===== src/rtl/core/assert_macros.svh =====
// Assertion macros shared by the RTL of this block.
`ifndef ASSERT_MACROS_SVH
`define ASSERT_MACROS_SVH

`ifndef SYNTHESIS

// Checks a property at every rising clock edge outside reset.
`define TBPF_ASSERT(label, clk, rst, prop) \
  label: assert property (@(posedge clk) disable iff (rst) prop) \
    else $error("assertion failed: label");

// Checks that a condition never holds at a rising clock edge outside reset.
`define TBPF_ASSERT_NEVER(label, clk, rst, cond) \
  label: assert property (@(posedge clk) disable iff (rst) !(cond)) \
    else $error("forbidden condition seen: label");

`else

`define TBPF_ASSERT(label, clk, rst, prop)
`define TBPF_ASSERT_NEVER(label, clk, rst, cond)

`endif

`endif


===== src/rtl/core/tbpf_ram.sv =====
`default_nettype none
module tbpf_ram #(
  parameter int WIDTH = 16,
  parameter int DEPTH = 256
) (
  input  wire logic                     clk,
  input  wire logic                     we,
  input  wire logic [$clog2(DEPTH)-1:0] waddr,
  input  wire logic [WIDTH-1:0]         wdata,
  input  wire logic                     re,
  input  wire logic [$clog2(DEPTH)-1:0] raddr,
  output logic      [WIDTH-1:0]         rdata
);

  logic [WIDTH-1:0] mem [DEPTH];

  always_ff @(posedge clk) begin
    if (we) begin
      mem[waddr] <= wdata;
    end
    if (re) begin
      rdata <= mem[raddr];
    end
  end

endmodule
`default_nettype wire


===== config.mk =====
export PLATFORM = sky130hd
export DESIGN_NAME = tbpf_ram
export DESIGN_NICKNAME = d
export VERILOG_FILES = /design/src/rtl/core/assert_macros.svh /design/src/rtl/core/tbpf_ram.sv
export SDC_FILE = /design/constraint.sdc
export NUM_CORES = 2
export LEC_CHECK = 0
export BUFFER_PORTS_ARGS = -buffer_cell sky130_fd_sc_hd__buf_4
export CAP_MARGIN = 25
export CORE_MARGIN = 1
export CORE_UTILIZATION = 40
export DETAILED_ROUTE_END_ITERATION = 7
export GPL_TIMING_DRIVEN = 0
export PLACE_DENSITY = 0.65
export SLEW_MARGIN = 15
export SYNTH_ARGS = -nofsm -noshare
export SYNTH_HDL_FRONTEND = slang
export SYNTH_SLANG_ARGS = --single-unit

===== constraint.sdc =====
create_clock -name clk -period 3.1 [get_ports clk]
set_input_delay 0.31 -clock clk [delete_from_list [all_inputs] [get_ports clk]]
set_output_delay 0.31 -clock clk [all_outputs]
set_load 0.02 [all_outputs]

=== Word-level counts from Yosys, hierarchy flattened ===
Memories as Yosys holds them, arrays and structs flattened. A register that Yosys moved wholly into a read port is not among the register bits.
Cells that the tools add are included.

* Bits of input ports: 35
* Word-level logic and storage cells: 3
* Memory bits (read-only): 0
* Flip-flop bits (word level): 0
* Output and inout port bits: 16
* Bits in latches: 0
* Memories kept: 1
* Bits in writable memories: 4096

{| class="wikitable"
|+ Memories
! memory !! words !! width !! read ports !! clocked after memory_dff !! write ports !! RTL line !! source
|-
| mem || 256 || 16 || 1 || 1 || 1 || tbpf_ram.sv:15 || <nowiki>logic [WIDTH-1:0] mem [DEPTH];</nowiki>
|}

* Magnitude comparators: 0
* Muxes and demuxes: 2
* Shift-type cells: 0
* Add/sub/neg operators: 0
* Bitwise gates (word level): 0
* Reductions and logical operators: 0
* Eq/ne operators: 0
* $mul: 0
* Divide/modulo/power cells: 0

{| class="wikitable"
|+ Operators by type and width
! cell !! count
|-
| $mux 1 || 2
|}

=== Depth between registers and ports, before layout ===
* Word-level depth: 2
* Depth in mapped cells: 12
* Depth with buffers taken out: 6

=== Least setup slack after synthesis ===
Ideal clock, no wire load.

* Path kind: input to register
* Start: input port raddr[0]
* End: register rdata[4] (read register of mem) (data pin)
* Setup time: 0.265 ns
* Slack: 0.541 ns
* Stages on the path: 8
* Required time: 2.835 ns
* Data arrival time: 2.294 ns
* Path buffers: 3
* Path through: buf_6 buf_6 buf_2 mux4_2 mux4_2 a22o_1 o32ai_2 nor4_2

{| class="wikitable"
|+ RTL lines
! item !! RTL line !! source
|-
| start, declared || tbpf_ram.sv:11 || <nowiki>input wire logic [$clog2(DEPTH)-1:0] raddr,</nowiki>
|-
| end, declared || tbpf_ram.sv:12 || <nowiki>output logic [WIDTH-1:0] rdata</nowiki>
|}

==> impl_metrics.tcl <==
set metrics [dict create \
    drc_errors 0 \
    pwr_density_cell_nw_per_um2 632 \
    crit_chain "clkbuf_2, inv_1, buf_4, nand2_1, clkbuf_1, o31ai_1, o32ai_1, buf_4, nor4_4" \
    drive_gt1_frac 0.297 \
    fin_crit_ns 3.30 \
    finalWirelength_mm 495 \
    root_buffer "clkbuf_16" \
    yosysTopAreaCellShare 0.777 \
    final_cell_mix "4,112 x edfxtp_1, 797 x mux4_2, 565 x mux2i_1" \
    yosysSeqAreaShare 0.777 \
    stdcell_count 13700 \
    cp_data_arrival_time_ns 4.00 \
    firstDrtPassIters 7 \
    dp_hpwl_mm 343 \
    ys_types 51 \
    tightest_slew_ns 1.20 \
    area_delta_synth_final_pct 17.0 \
    ys_ff_latch 4112 \
    rsz0062_at_grt "yes" \
    slew_violations 0 \
    p_leak_nw 58.6 \
    final_hold_viol_count 0 \
    placed_area_um2 172000 \
    post_drt_wl_per_cell_um 36.1 \
    crit_type "in2reg" \
    cap_violations 0 \
    die-area_um2 400000 \
    crit_required_ns 3.80 \
    synth.avg_cell_area_um2 21.6 \
    finalCritPeriodShare 1.06 \
    die_width_um 632 \
    syn-num-nets 7395 \
    cts_tree "done" \
    die_y_um 632 \
    setup_viol 24 \
    grt_usage 0.244 \
    io_buffers 40 \
    clkSlewWorstSetupHoldPaths_ns 0.06 \
    numClockSinks 4112 \
    hold_slack_ns 0.162 \
    synthFlopType "edfxtp_1" \
    worst_path_most_repeated_cell "buf_4" \
    fin_nets 8182 \
    finClkSkew_ns 0.0747 \
    vias_per_cell 6.08 \
    grt_max_degree 131 \
    htree_levels 5 \
    dp_cells 13000 \
    core_area_um2 396000 \
    final.setup.worst_slack_ns -0.199 \
    slew_headroom 0.197 \
    ant_nets 0 \
    fin_util 0.470 \
    final_common_cell "edfxtp_1" \
    yosys_warnings 0 \
    grt_first_pass_wirelength_mm 672 \
    max_clock_freq_ghz 0.303 \
    status "finished with violations" \
    synth_area_um2 159000 \
    cp_slowest_stage_delay_ns 0.68 \
    num_vias 83600 \
    drtIter0Drc 12300 \
    peakVddDrop_mv 0.587 \
    clk_latency_ns 0.97 \
    cts_buffers 399 \
    synthArstFlopShare 0 \
    pre_cts_ws_ns -2.67 \
    regToRegSetupSlack_ns 0.09 \
    grt-ovfl-total 0 \
    final_cell_area_um2 186000 \
    hold_path_class "in2reg" \
    antenna_found_initial 29 \
    clk_path_buf_depth 4 \
    critPathSlowestCell "o31ai_1" \
    cp-start-kind "primary input" \
    finalPower_mw 117 \
    synth_edf_count 4112 \
    grt_pass1_vias 81700 \
    rows 231 \
    synth_area_leaders "edfxtp_1 78%, mux4_2 11%, mux2i_1 3.6%, o221ai_1 1.4%, nor2_1 0.72%" \
    syn_inst 7360 \
    io_pins 51 \
    start_util 0.402 \
    synth.largest_area_cell "edfxtp_1" \
    crit_fanout 10 \
    worst_setup_path_end_kind "flip-flop" \
    place.gp.congestion 1.01 \
    violations "setup timing" \
    finalSetupTns_ns -2.04 \
]
[kinds of logic (layout without fill, tap and decap cells)]
logic type	count (synthesis)	after routing	share of synthesized area
multiplexers	1450	1450	0.155
buffers and inverters	456	1575	0.0169
other	0	16	0
AO/OA/AOI/OAI	786	786	0.0353
AND/OR/NAND/NOR	556	556	0.0157
flip-flops	4112	4112	0.777
[flip-flops by register name (all words and copies together) (netlist names)]
register and count:
mem 4096, rdata 16
[synthesized netlist by cell type, drive strengths merged, types with 3 or more instances]
| cell type | count |
|---|---|
| or2 | 5 |
| mux4 | 797 |
| mux2 | 88 |
| nand4b | 3 |
| clkbuf | 230 |
| o32ai | 21 |
| a2111oi | 6 |
| nor3 | 92 |
| o31ai | 16 |
| nand3 | 35 |
| a22o | 32 |
| a21oi | 175 |
| nor4 | 18 |
| o21ai | 38 |
| a211oi | 18 |
| inv | 4 |
| buf | 222 |
| a31oi | 6 |
| edfxtp | 4112 |
| nor2b | 9 |
| nand4 | 26 |
| a221oi | 28 |
| nor2 | 304 |
| o221ai | 253 |
| mux2i | 565 |
| a22oi | 43 |
| and3 | 11 |
| nand2 | 38 |
| o22ai | 148 |
| nand2b | 3 |
[power by group]
group	switching, mW	internal, mW
combinational	4.89	2.24
sequential	0.0339	61.3
clock	21.3	27.7
total	26.3	91.2
[worst max-delay path: cells and delay by family]
kind            cells  cell delay (ns)
buf+inv             5             1.79
compound gates      2             0.88
simple gates        2             0.97
[per-layer routing]
metal | wire length (um) | global-route usage | vias to the layer above
met1 | 182000 | 0.319 | 44300
met5 | 138 | 0 | -
met2 | 226000 | 0.376 | 5319
li1 | - | - | 33000
met3 | 57600 | 0.0663 | 997
met4 | 30000 | 0.122 | 12
[timing repair]
item	CTS	global route
hold buffers	17	0
pin swaps	5	3
hold endpoints to repair	960	0
setup endpoints to repair	16	15
buffers inserted	2	0
resized for setup	203	56
[area by class of cell]
cell class | count | area [um^2]
Sequential cell | 4112 | 123000
Antenna cell | 16 | 40.0
Multi-Input combinational cell | 2792 | 34200
Clock inverter | 273 | 2760
Inverter | 4 | 17.5
Timing Repair Buffer | 388 | 5570
Fill cell | 31800 | 210000
Tap cell | 5242 | 6560
Buffer | 450 | 2950
Clock buffer | 460 | 10300
[path summary, 6_finish.rpt]
kind,end,cells past startpoint,start
worst max-delay path,rdata[15],9,raddr[4]
worst min-delay path,mem[48][0],3,waddr[4]
worst max register to register,rdata[6],6,mem[23][6]
worst min register to register,rdata[5],6,mem[218][5]
Note: power is estimated with default switching activity, not from simulation.
