$ cat config.mk
export PLATFORM = sky130hd
export DESIGN_NAME = tbpf_pixel_pipe
export DESIGN_NICKNAME = d
export VERILOG_FILES = /design/src/rtl/core/assert_macros.svh /design/src/rtl/core/tbpf_pkg.sv /design/src/rtl/core/tbpf_pixel_pipe.sv
export SDC_FILE = /design/constraint.sdc
export NUM_CORES = 1
export LEC_CHECK = 0
export ABC_CLOCK_PERIOD_IN_PS = 10200
export BUFFER_PORTS_ARGS = -buffer_cell sky130_fd_sc_hd__clkbuf_2
export CORE_ASPECT_RATIO = 0.5
export CORE_MARGIN = 4
export CORE_UTILIZATION = 46
export CTS_CLUSTER_SIZE = 24
export DETAILED_ROUTE_END_ITERATION = 10
export GPL_TIMING_DRIVEN = 0
export MAX_ROUTING_LAYER = met4
export PLACE_DENSITY = 0.91
export SLEW_MARGIN = 20
export SYNTH_ARGS = -nofsm -noshare
export SYNTH_HDL_FRONTEND = slang
export SYNTH_SLANG_ARGS = --single-unit
$ cat constraint.sdc
create_clock -name clk -period 10.2 [get_ports clk]
set_clock_uncertainty 0.2 [all_clocks]
set_input_delay 1.53 -clock clk [delete_from_list [all_inputs] [get_ports clk]]
set_output_delay 1.53 -clock clk [all_outputs]
set_load 0.005 [all_outputs]
$ cat src/rtl/core/assert_macros.svh
// Assertion macros shared by the RTL of this block.
`ifndef ASSERT_MACROS_SVH
`define ASSERT_MACROS_SVH

`ifndef SYNTHESIS

// Checks a property at every rising clock edge outside reset.
`define TBPF_ASSERT(label, clk, rst, prop) \
  label: assert property (@(posedge clk) disable iff (rst) prop) \
    else $error("assertion failed: label");

// Checks that a condition never holds at a rising clock edge outside reset.
`define TBPF_ASSERT_NEVER(label, clk, rst, cond) \
  label: assert property (@(posedge clk) disable iff (rst) !(cond)) \
    else $error("forbidden condition seen: label");

`else

`define TBPF_ASSERT(label, clk, rst, prop)
`define TBPF_ASSERT_NEVER(label, clk, rst, cond)

`endif

`endif

$ cat src/rtl/core/tbpf_pkg.sv
`default_nettype none
package tbpf_pkg;

  localparam int VRAM_HALFWORDS  = 32768;
  localparam int VRAM_AW         = $clog2(VRAM_HALFWORDS);
  localparam int PALETTE_ENTRIES = 256;
  localparam int PAL_AW          = $clog2(PALETTE_ENTRIES);

  typedef enum logic [1:0] {
    CMD_RENDER     = 2'd0,
    CMD_WRITE_VRAM = 2'd1,
    CMD_WRITE_PAL  = 2'd2
  } cmd_t;

  localparam logic [2:0] REG_LAYER_ENABLE = 3'd0;
  localparam logic [2:0] REG_MAP_BASE     = 3'd1;
  localparam logic [2:0] REG_PATTERN_BASE = 3'd2;
  localparam logic [2:0] REG_SCREEN_SIZE  = 3'd3;
  localparam logic [2:0] REG_COLOR_MODE   = 3'd4;
  localparam logic [2:0] REG_HSCROLL      = 3'd5;
  localparam logic [2:0] REG_VSCROLL      = 3'd6;

  localparam logic [1:0] SIZE_ONE  = 2'd0;
  localparam logic [1:0] SIZE_WIDE = 2'd1;
  localparam logic [1:0] SIZE_TALL = 2'd2;
  localparam logic [1:0] SIZE_QUAD = 2'd3;

  typedef struct packed {
    logic       layer_enable;
    logic [4:0] map_base;
    logic [1:0] pattern_base;
    logic [1:0] screen_size;
    logic       color_mode;
    logic [8:0] hscroll;
    logic [8:0] vscroll;
  } cfg_t;

  function automatic logic [1:0] quad_block(input logic [1:0] size, input logic qy,
                                            input logic qx);
    unique case (size)
      SIZE_ONE:  return 2'd0;
      SIZE_WIDE: return {1'b0, qx};
      SIZE_TALL: return {1'b0, qy};
      SIZE_QUAD: return {qy, qx};
      default:   return 2'd0;
    endcase
  endfunction

endpackage
`default_nettype wire

$ cat src/rtl/core/tbpf_pixel_pipe.sv
`default_nettype none
module tbpf_pixel_pipe (
  input  wire logic                          clk,
  input  wire logic                          rst,
  input  wire tbpf_pkg::cfg_t                cfg,
  input  wire logic                          adv,
  input  wire logic                          in_fire,
  input  wire logic [1:0]                    command,
  input  wire logic [14:0]                   address,
  input  wire logic [15:0]                   data,
  input  wire logic [7:0]                    line,
  input  wire logic [7:0]                    column,
  input  wire logic [15:0]                   map_rdata,
  input  wire logic [15:0]                   tile_rdata,
  output logic                               vram_we,
  output logic [tbpf_pkg::VRAM_AW-1:0]       vram_waddr,
  output logic [15:0]                        vram_wdata,
  output logic [tbpf_pkg::VRAM_AW-1:0]       map_raddr,
  output logic [tbpf_pkg::VRAM_AW-1:0]       tile_raddr,
  output logic                               pal_we,
  output logic [tbpf_pkg::PAL_AW-1:0]        pal_waddr,
  output logic [15:0]                        pal_wdata,
  output logic [tbpf_pkg::PAL_AW-1:0]        pal_raddr,
  output logic                               s3_render,
  output logic                               s3_transparent
);
  import tbpf_pkg::*;

  logic [8:0]  py;
  logic [8:0]  px;
  logic [1:0]  block;
  logic [14:0] map_half;

  logic              s1_valid;
  logic [1:0]        s1_cmd;
  logic [PAL_AW-1:0] s1_paddr;
  logic [15:0]       s1_data;
  logic [2:0]        s1_fy;
  logic [2:0]        s1_fx;

  logic [2:0]  row;
  logic [2:0]  k;
  logic [15:0] tile_byte;

  logic              s2_valid;
  logic [1:0]        s2_cmd;
  logic [PAL_AW-1:0] s2_paddr;
  logic [15:0]       s2_data;
  logic              s2_byte_sel;
  logic              s2_nib_sel;
  logic [3:0]        s2_bank;

  logic [7:0] tile_b;
  logic [3:0] nibble;
  logic [7:0] idx;

  always_comb begin
    py       = {1'b0, line} + cfg.vscroll;
    px       = {1'b0, column} + cfg.hscroll;
    block    = quad_block(cfg.screen_size, py[8], px[8]);
    map_half = {cfg.map_base + {3'b000, block}, py[7:3], px[7:3]};
  end

  assign map_raddr  = map_half[VRAM_AW-1:0];
  assign vram_we    = in_fire && (command == CMD_WRITE_VRAM);
  assign vram_waddr = address[VRAM_AW-1:0];
  assign vram_wdata = data;

  always_ff @(posedge clk) begin
    if (rst) begin
      s1_valid <= 1'b0;
    end else if (adv) begin
      s1_valid <= in_fire;
    end
  end

  always_ff @(posedge clk) begin
    if (adv) begin
      s1_cmd   <= command;
      s1_paddr <= address[PAL_AW-1:0];
      s1_data  <= data;
      s1_fy    <= py[2:0];
      s1_fx    <= px[2:0];
    end
  end

  always_comb begin
    row = map_rdata[11] ? ~s1_fy : s1_fy;
    k   = map_rdata[10] ? ~s1_fx : s1_fx;
    if (cfg.color_mode) begin
      tile_byte = {cfg.pattern_base, 14'd0} + {map_rdata[9:0], row, k};
    end else begin
      tile_byte = {cfg.pattern_base, 14'd0} + {1'b0, map_rdata[9:0], row, k[2:1]};
    end
  end

  assign tile_raddr = tile_byte[VRAM_AW:1];

  always_ff @(posedge clk) begin
    if (rst) begin
      s2_valid <= 1'b0;
    end else if (adv) begin
      s2_valid <= s1_valid;
    end
  end

  always_ff @(posedge clk) begin
    if (adv) begin
      s2_cmd      <= s1_cmd;
      s2_paddr    <= s1_paddr;
      s2_data     <= s1_data;
      s2_byte_sel <= tile_byte[0];
      s2_nib_sel  <= k[0];
      s2_bank     <= map_rdata[15:12];
    end
  end

  always_comb begin
    tile_b = s2_byte_sel ? tile_rdata[15:8] : tile_rdata[7:0];
    nibble = s2_nib_sel ? tile_b[7:4] : tile_b[3:0];
    if (cfg.color_mode) begin
      idx = tile_b;
    end else if (nibble == 4'd0) begin
      idx = 8'd0;
    end else begin
      idx = {s2_bank, nibble};
    end
  end

  assign pal_raddr = idx[PAL_AW-1:0];
  assign pal_we    = adv && s2_valid && (s2_cmd == CMD_WRITE_PAL);
  assign pal_waddr = s2_paddr;
  assign pal_wdata = s2_data;

  always_ff @(posedge clk) begin
    if (rst) begin
      s3_render <= 1'b0;
    end else if (adv) begin
      s3_render <= s2_valid && (s2_cmd == CMD_RENDER);
    end
  end

  always_ff @(posedge clk) begin
    if (adv) begin
      s3_transparent <= !cfg.layer_enable || (idx == 8'd0);
    end
  end

endmodule
`default_nettype wire

======== Yosys cells after proc, flatten, opt, wreduce, memory -nomap -nowiden ========
Cells that the tools add are included.
word-level totals
  bits in registers ....................... 68
  input port bits ......................... 114
  output and inout bits ................... 97
  logic and storage cells ................. 45
cells by class
  add/subtract/negate cells ............... 5
  eq/ne operators ......................... 5
  mux-type cells .......................... 8
  bitwise logic cells ..................... 2
  reductions and logical operators ........ 10
operator list
  operator            number
  $mux 8              3
  $add 8x9->9         2
  $add 16x15->16      1
  $add 16x16->16      1
  $mux 16             1
  $logic_not 8->1     1
  $pmux 2 s4          1
  $eq 2x2->1 const B  3
  $mux 3              2
  $not 3->3           2
  $add 5x2->5         1
  $eq 2x1->1 const B  2
  $logic_and 1x1->1   4
  $logic_not 2->1     2
  $logic_not 4->1     1
  $mux 4              1
  $logic_not 1->1     1
  $logic_or 1x1->1    1

======== Logic depth before layout (Yosys ltp) ========
  depth in word-level cells ............... 7
  mapped depth ............................ 11
  mapped depth without buffers ............ 11

======== Least setup slack after synthesis ========
No wires, ideal clock.
  path type ............................... input-to-output
  start point ............................. in cfg[0] in the netlist's numbering
  end point ............................... out map_raddr[14] in the netlist's numbering
  data arrival time ....................... 3.821 ns
  required time ........................... 8.470 ns
  slack ................................... 4.649 ns
  stages on the path ...................... 11
  buffers on the path ..................... 0
  cell sequence ........................... ha_1 > fa_1 > a211oi_1 > o21bai_1 > a31oi_1 > mux2_2 > o211ai_1 > ha_1 > fa_1 > nand3_1 > xnor2_1
between the ends
  word-level cells in the longest chain between the ends .. 3
RTL lines
  item         line                   source
  from (decl)  tbpf_pixel_pipe.sv:5   input wire tbpf_pkg::cfg_t cfg,
  $add 8x9->9  tbpf_pixel_pipe.sv:58  py = {1'b0, line} + cfg.vscroll;
  $pmux 2 s4   tbpf_pkg.sv:40         unique case (size)
  $add 5x2->5  tbpf_pixel_pipe.sv:61  map_half = {cfg.map_base + {3'b000, block}, py[7:3], px[7:3]};
  to (decl)    tbpf_pixel_pipe.sv:18  output logic [tbpf_pkg::VRAM_AW-1:0] map_raddr,
Every way passes these cells.

======== Worst setup path after layout ========
Same ends and word-level chain as after synthesis.

==> run_results.csv <==
group,metric,value,unit
finish,syn2layout_area_growth,38.7,%
sta,finalSetupTns,0,ps
setup_path,worstReg2RegStart,"s2_byte_sel",
synthesis,yosysSeqAreaShare,52.6,%
finish,n_fill_cell,579,
placed_design,gp_congestion,0.819,
die,design.core.area,0.00803,sq mm
detailed_routing,viasPerCell,4.75,
clock_tree,post_cts_buffers,0,
finish,drive_above_1_share,58.9,%
synthesis,syn_area,0.00382,sq mm
synthesis,synthCells,289,
synthesis,synth_top_family_by_area,"buffers and inverters",
sta,rsz0062_at_grt,"no",
synthesis,synth_cell_types,42,
sta,final-hold-violation-count,0,
clock_tree,cts_max_level,3,
die,fp-row-count,23,
power,switching_share,24.5,%
power,p_seq_share,40.7,%
clock_tree,ctsHoldBuffers,0,
hold_path,hold_class,"reg2reg",
placed_design,place_area,0.00500,sq mm
sta,finalCritPeriodShare,59.1,%
clock_tree,cts.sinks,68,
synthesis,netlist_top_cells_count,"65 x edfxtp_1, 56 x buf_4, 19 x ha_1",
clock_tree,cts_resized,0,
clock_tree,cts_tree,"yes",
sta,drv_slew,0,
power,p_leak,2.55,nW
power,peakVddDrop,0.0000747,V
finish,diodes,0,
synthesis,synthAdderAreaFrac,7.79,%
setup_path,crit_arrival,4300,ps
die,ioPinCount,211,
power,intPower,0.630,mW
global_routing,grt_pass1_vias,2995,
clock_tree,cts_root_buf,"clkbuf_16",
global_routing,antenna_found_initial,0,
setup_path,cp.required,8470,ps
synthesis,synth_edf_count,65,
synthesis,synthSimpleGateAreaFrac,5.40,%
synthesis,synth_xor_xnor_area_share,5.73,%
detailed_routing,drt_iter0_drc,111,
power,p_per_area,157,mW/mm^2
clock_tree,numCtsBuffers,9,
detailed_routing,drc,0,
finish,fin_area,0.00531,sq mm
synthesis,synthesis.nets,425,
power,p_total,0.835,mW
clock_tree,clk_latency,320,ps
global_routing,gr-total-overflow,0,
finish,finalNetCount,639,
detailed_routing,vias,2945,
synthesis,ys_warn_count,0,
synthesis,synth-compound-area-share,7.13,%
hold_path,min-delay-start,"s1_paddr[6]",
placed_design,port_buffers,202,
setup_path,critPathKind,"in2out",
sta,relSlewSlack,66.2,%
clock_tree,cts_buffer_depth,2,
job,maxCapViolCount,0,
sta,tightest_slew,507,ps
sta,post-route-worst-setup-slack,4170,ps
setup_path,end_kind,"output pin",
placed_design,place_ws,4130,ps
synthesis,synthFlopType,"edfxtp_1",
outcome,status,"finished, final reports clean",
setup_path,crit_start,"cfg[0]",
detailed_routing,wl_per_cell,14.4,um
synthesis,syn_area_per_cell,13.2,sq um
synthesis,yosys.area.top_type,"edfxtp_1",
sta,finalSetupViolCount,0,
clock_tree,worst_setup_hold_path_clk_slew,60,ps
die,die_y,72.5,um
placed_design,dp_hpwl,7400,um
setup_path,crit_path_max_fanout,3,
sta,clock.fmax,166,MHz
global_routing,grt_pass1_wl,13500,um
detailed_routing,firstDrtPassIters,4,
detailed_routing,drt-total-wl,8910,um
die,die_x,137,um
setup_path,cp-start-kind,"input port",
detailed_routing,ant_nets,0,
power,clkPwrFrac,37.2,%
synthesis,synth_top_area_share,51.0,%
synthesis,synth_most_common_cell,"edfxtp_1",
synthesis,synth_seq_cells,68,
synthesis,postSynth.asyncResetShare,0,%
die,fp.dieArea,0.00992,sq mm
power,p_sw,0.205,mW
global_routing,track_usage,17.9,%
synthesis,yosys-top-cells-area,"edfxtp_1 51%, buf_4 11%, ha_1 6.2%",
synthesis,synthMuxAreaShare,9.29,%
sta,layout_min_cycle_time,6030,ps
power,power_frac_comb,22.1,%
die,initial_core_util,47.6,%
global_routing,grt_max_degree,47,
## path summary, 6_finish.rpt
path / to / slack [ps] / cells after the start
min reg2reg: pal_waddr[6] / 220 / 0
max reg2reg: s3_transparent / 8260 / 5
min: pal_waddr[6] / 220 / 0
max: map_raddr[14] / 4170 / 13
## metal layers
metal	track usage [%]	up-vias	wire length [um]
met5	-	-	0
met4	6.75	0	214
met3	3.67	22	421
met2	34.3	111	5040
met1	18.2	1370	3230
li1	-	1442	-
## state kept, by name (all words and copies together), names as in the netlist
signal and cells:
pal_wdata 16, s1_data 16, pal_waddr 8, s1_paddr 8
s2_bank 4, s1_fx 3, s1_fy 3, s1_cmd 2
s2_cmd 2, s1_valid 1, s2_byte_sel 1, s2_nib_sel 1
s2_valid 1, s3_render 1, s3_transparent 1
## layout make-up
class	instances	area [sq um]	area share, %
clock buffers	9	225	4.25
multi-input cells	157	1350	25.5
inverters	2	7.51	0.142
clock inverters	7	82.6	1.56
flip-flops and latches	68	2010	37.9
plain buffers	62	453	8.54
repair buffers	203	1030	19.5
well taps	112	140	2.64
## kinds of logic after synthesis
kind of cell | Yosys count
flops | 68
buf+inv | 64
compound gates | 41
simple gates | 40
mux | 29
xor+xnor | 25
fa+ha+maj | 22
## worst max-delay path: stages
cell,delay [ps]
clkbuf_2,80
ha_1,220
fa_1,430
a211oi_1,310
o21bai_1,130
a31oi_1,210
mux2_2,370
o211ai_1,170
ha_1,210
fa_1,210
nand3_1,90
xnor2_1,170
clkbuf_2,140
## power groups by stage
| stage | sequential, mW | combinational [mW] | clock, mW |
|---|---|---|---|
| after floorplan | 0.344 | 0.104 | 0 |
| after detailed placement | 0.345 | 0.185 | 0 |
| after CTS | 0.340 | 0.187 | 0.318 |
| after global routing | 0.341 | 0.203 | 0.332 |
| final | 0.340 | 0.185 | 0.311 |
| after global placement | 0.344 | 0.179 | 0 |
## cell usage in the layout, fill, tap and decap left out, types with 2 or more instances in the layout
cell | Yosys | final
a211oi_1 | 2 | 2
a21o_1 | 8 | 8
a21oi_1 | 12 | 12
a22o_1 | 2 | 2
buf_1 | 2 | 2
buf_2 | 2 | 2
buf_4 | 56 | 56
clkbuf_16 | 0 | 9
clkbuf_2 | 0 | 201
clkinvlp_4 | 0 | 2
dfxtp_1 | 3 | 3
edfxtp_1 | 65 | 65
fa_1 | 3 | 3
ha_1 | 19 | 19
inv_1 | 2 | 2
inv_6 | 0 | 3
mux2_2 | 12 | 12
mux2i_1 | 13 | 13
mux4_2 | 4 | 4
nand2_1 | 8 | 8
nand2b_1 | 2 | 2
nor2_1 | 15 | 15
nor2b_1 | 2 | 2
nor3_1 | 2 | 2
o21ai_0 | 8 | 8
o21bai_1 | 3 | 3
or2_2 | 2 | 2
xnor2_1 | 18 | 18
xor2_1 | 7 | 7
## per-stage QoR
step | hold WS [ps] | utilization [%] | std cells
after floorplan | 200 | - | 289
after global placement | 200 | 62.0 | 603
after detailed placement | 205 | 62.2 | 604
after CTS | 220 | 66.1 | 620
after global routing | 223 | 66.1 | 620
final | 219 | 66.1 | 620
Note: power is estimated with default switching activity, not from simulation.
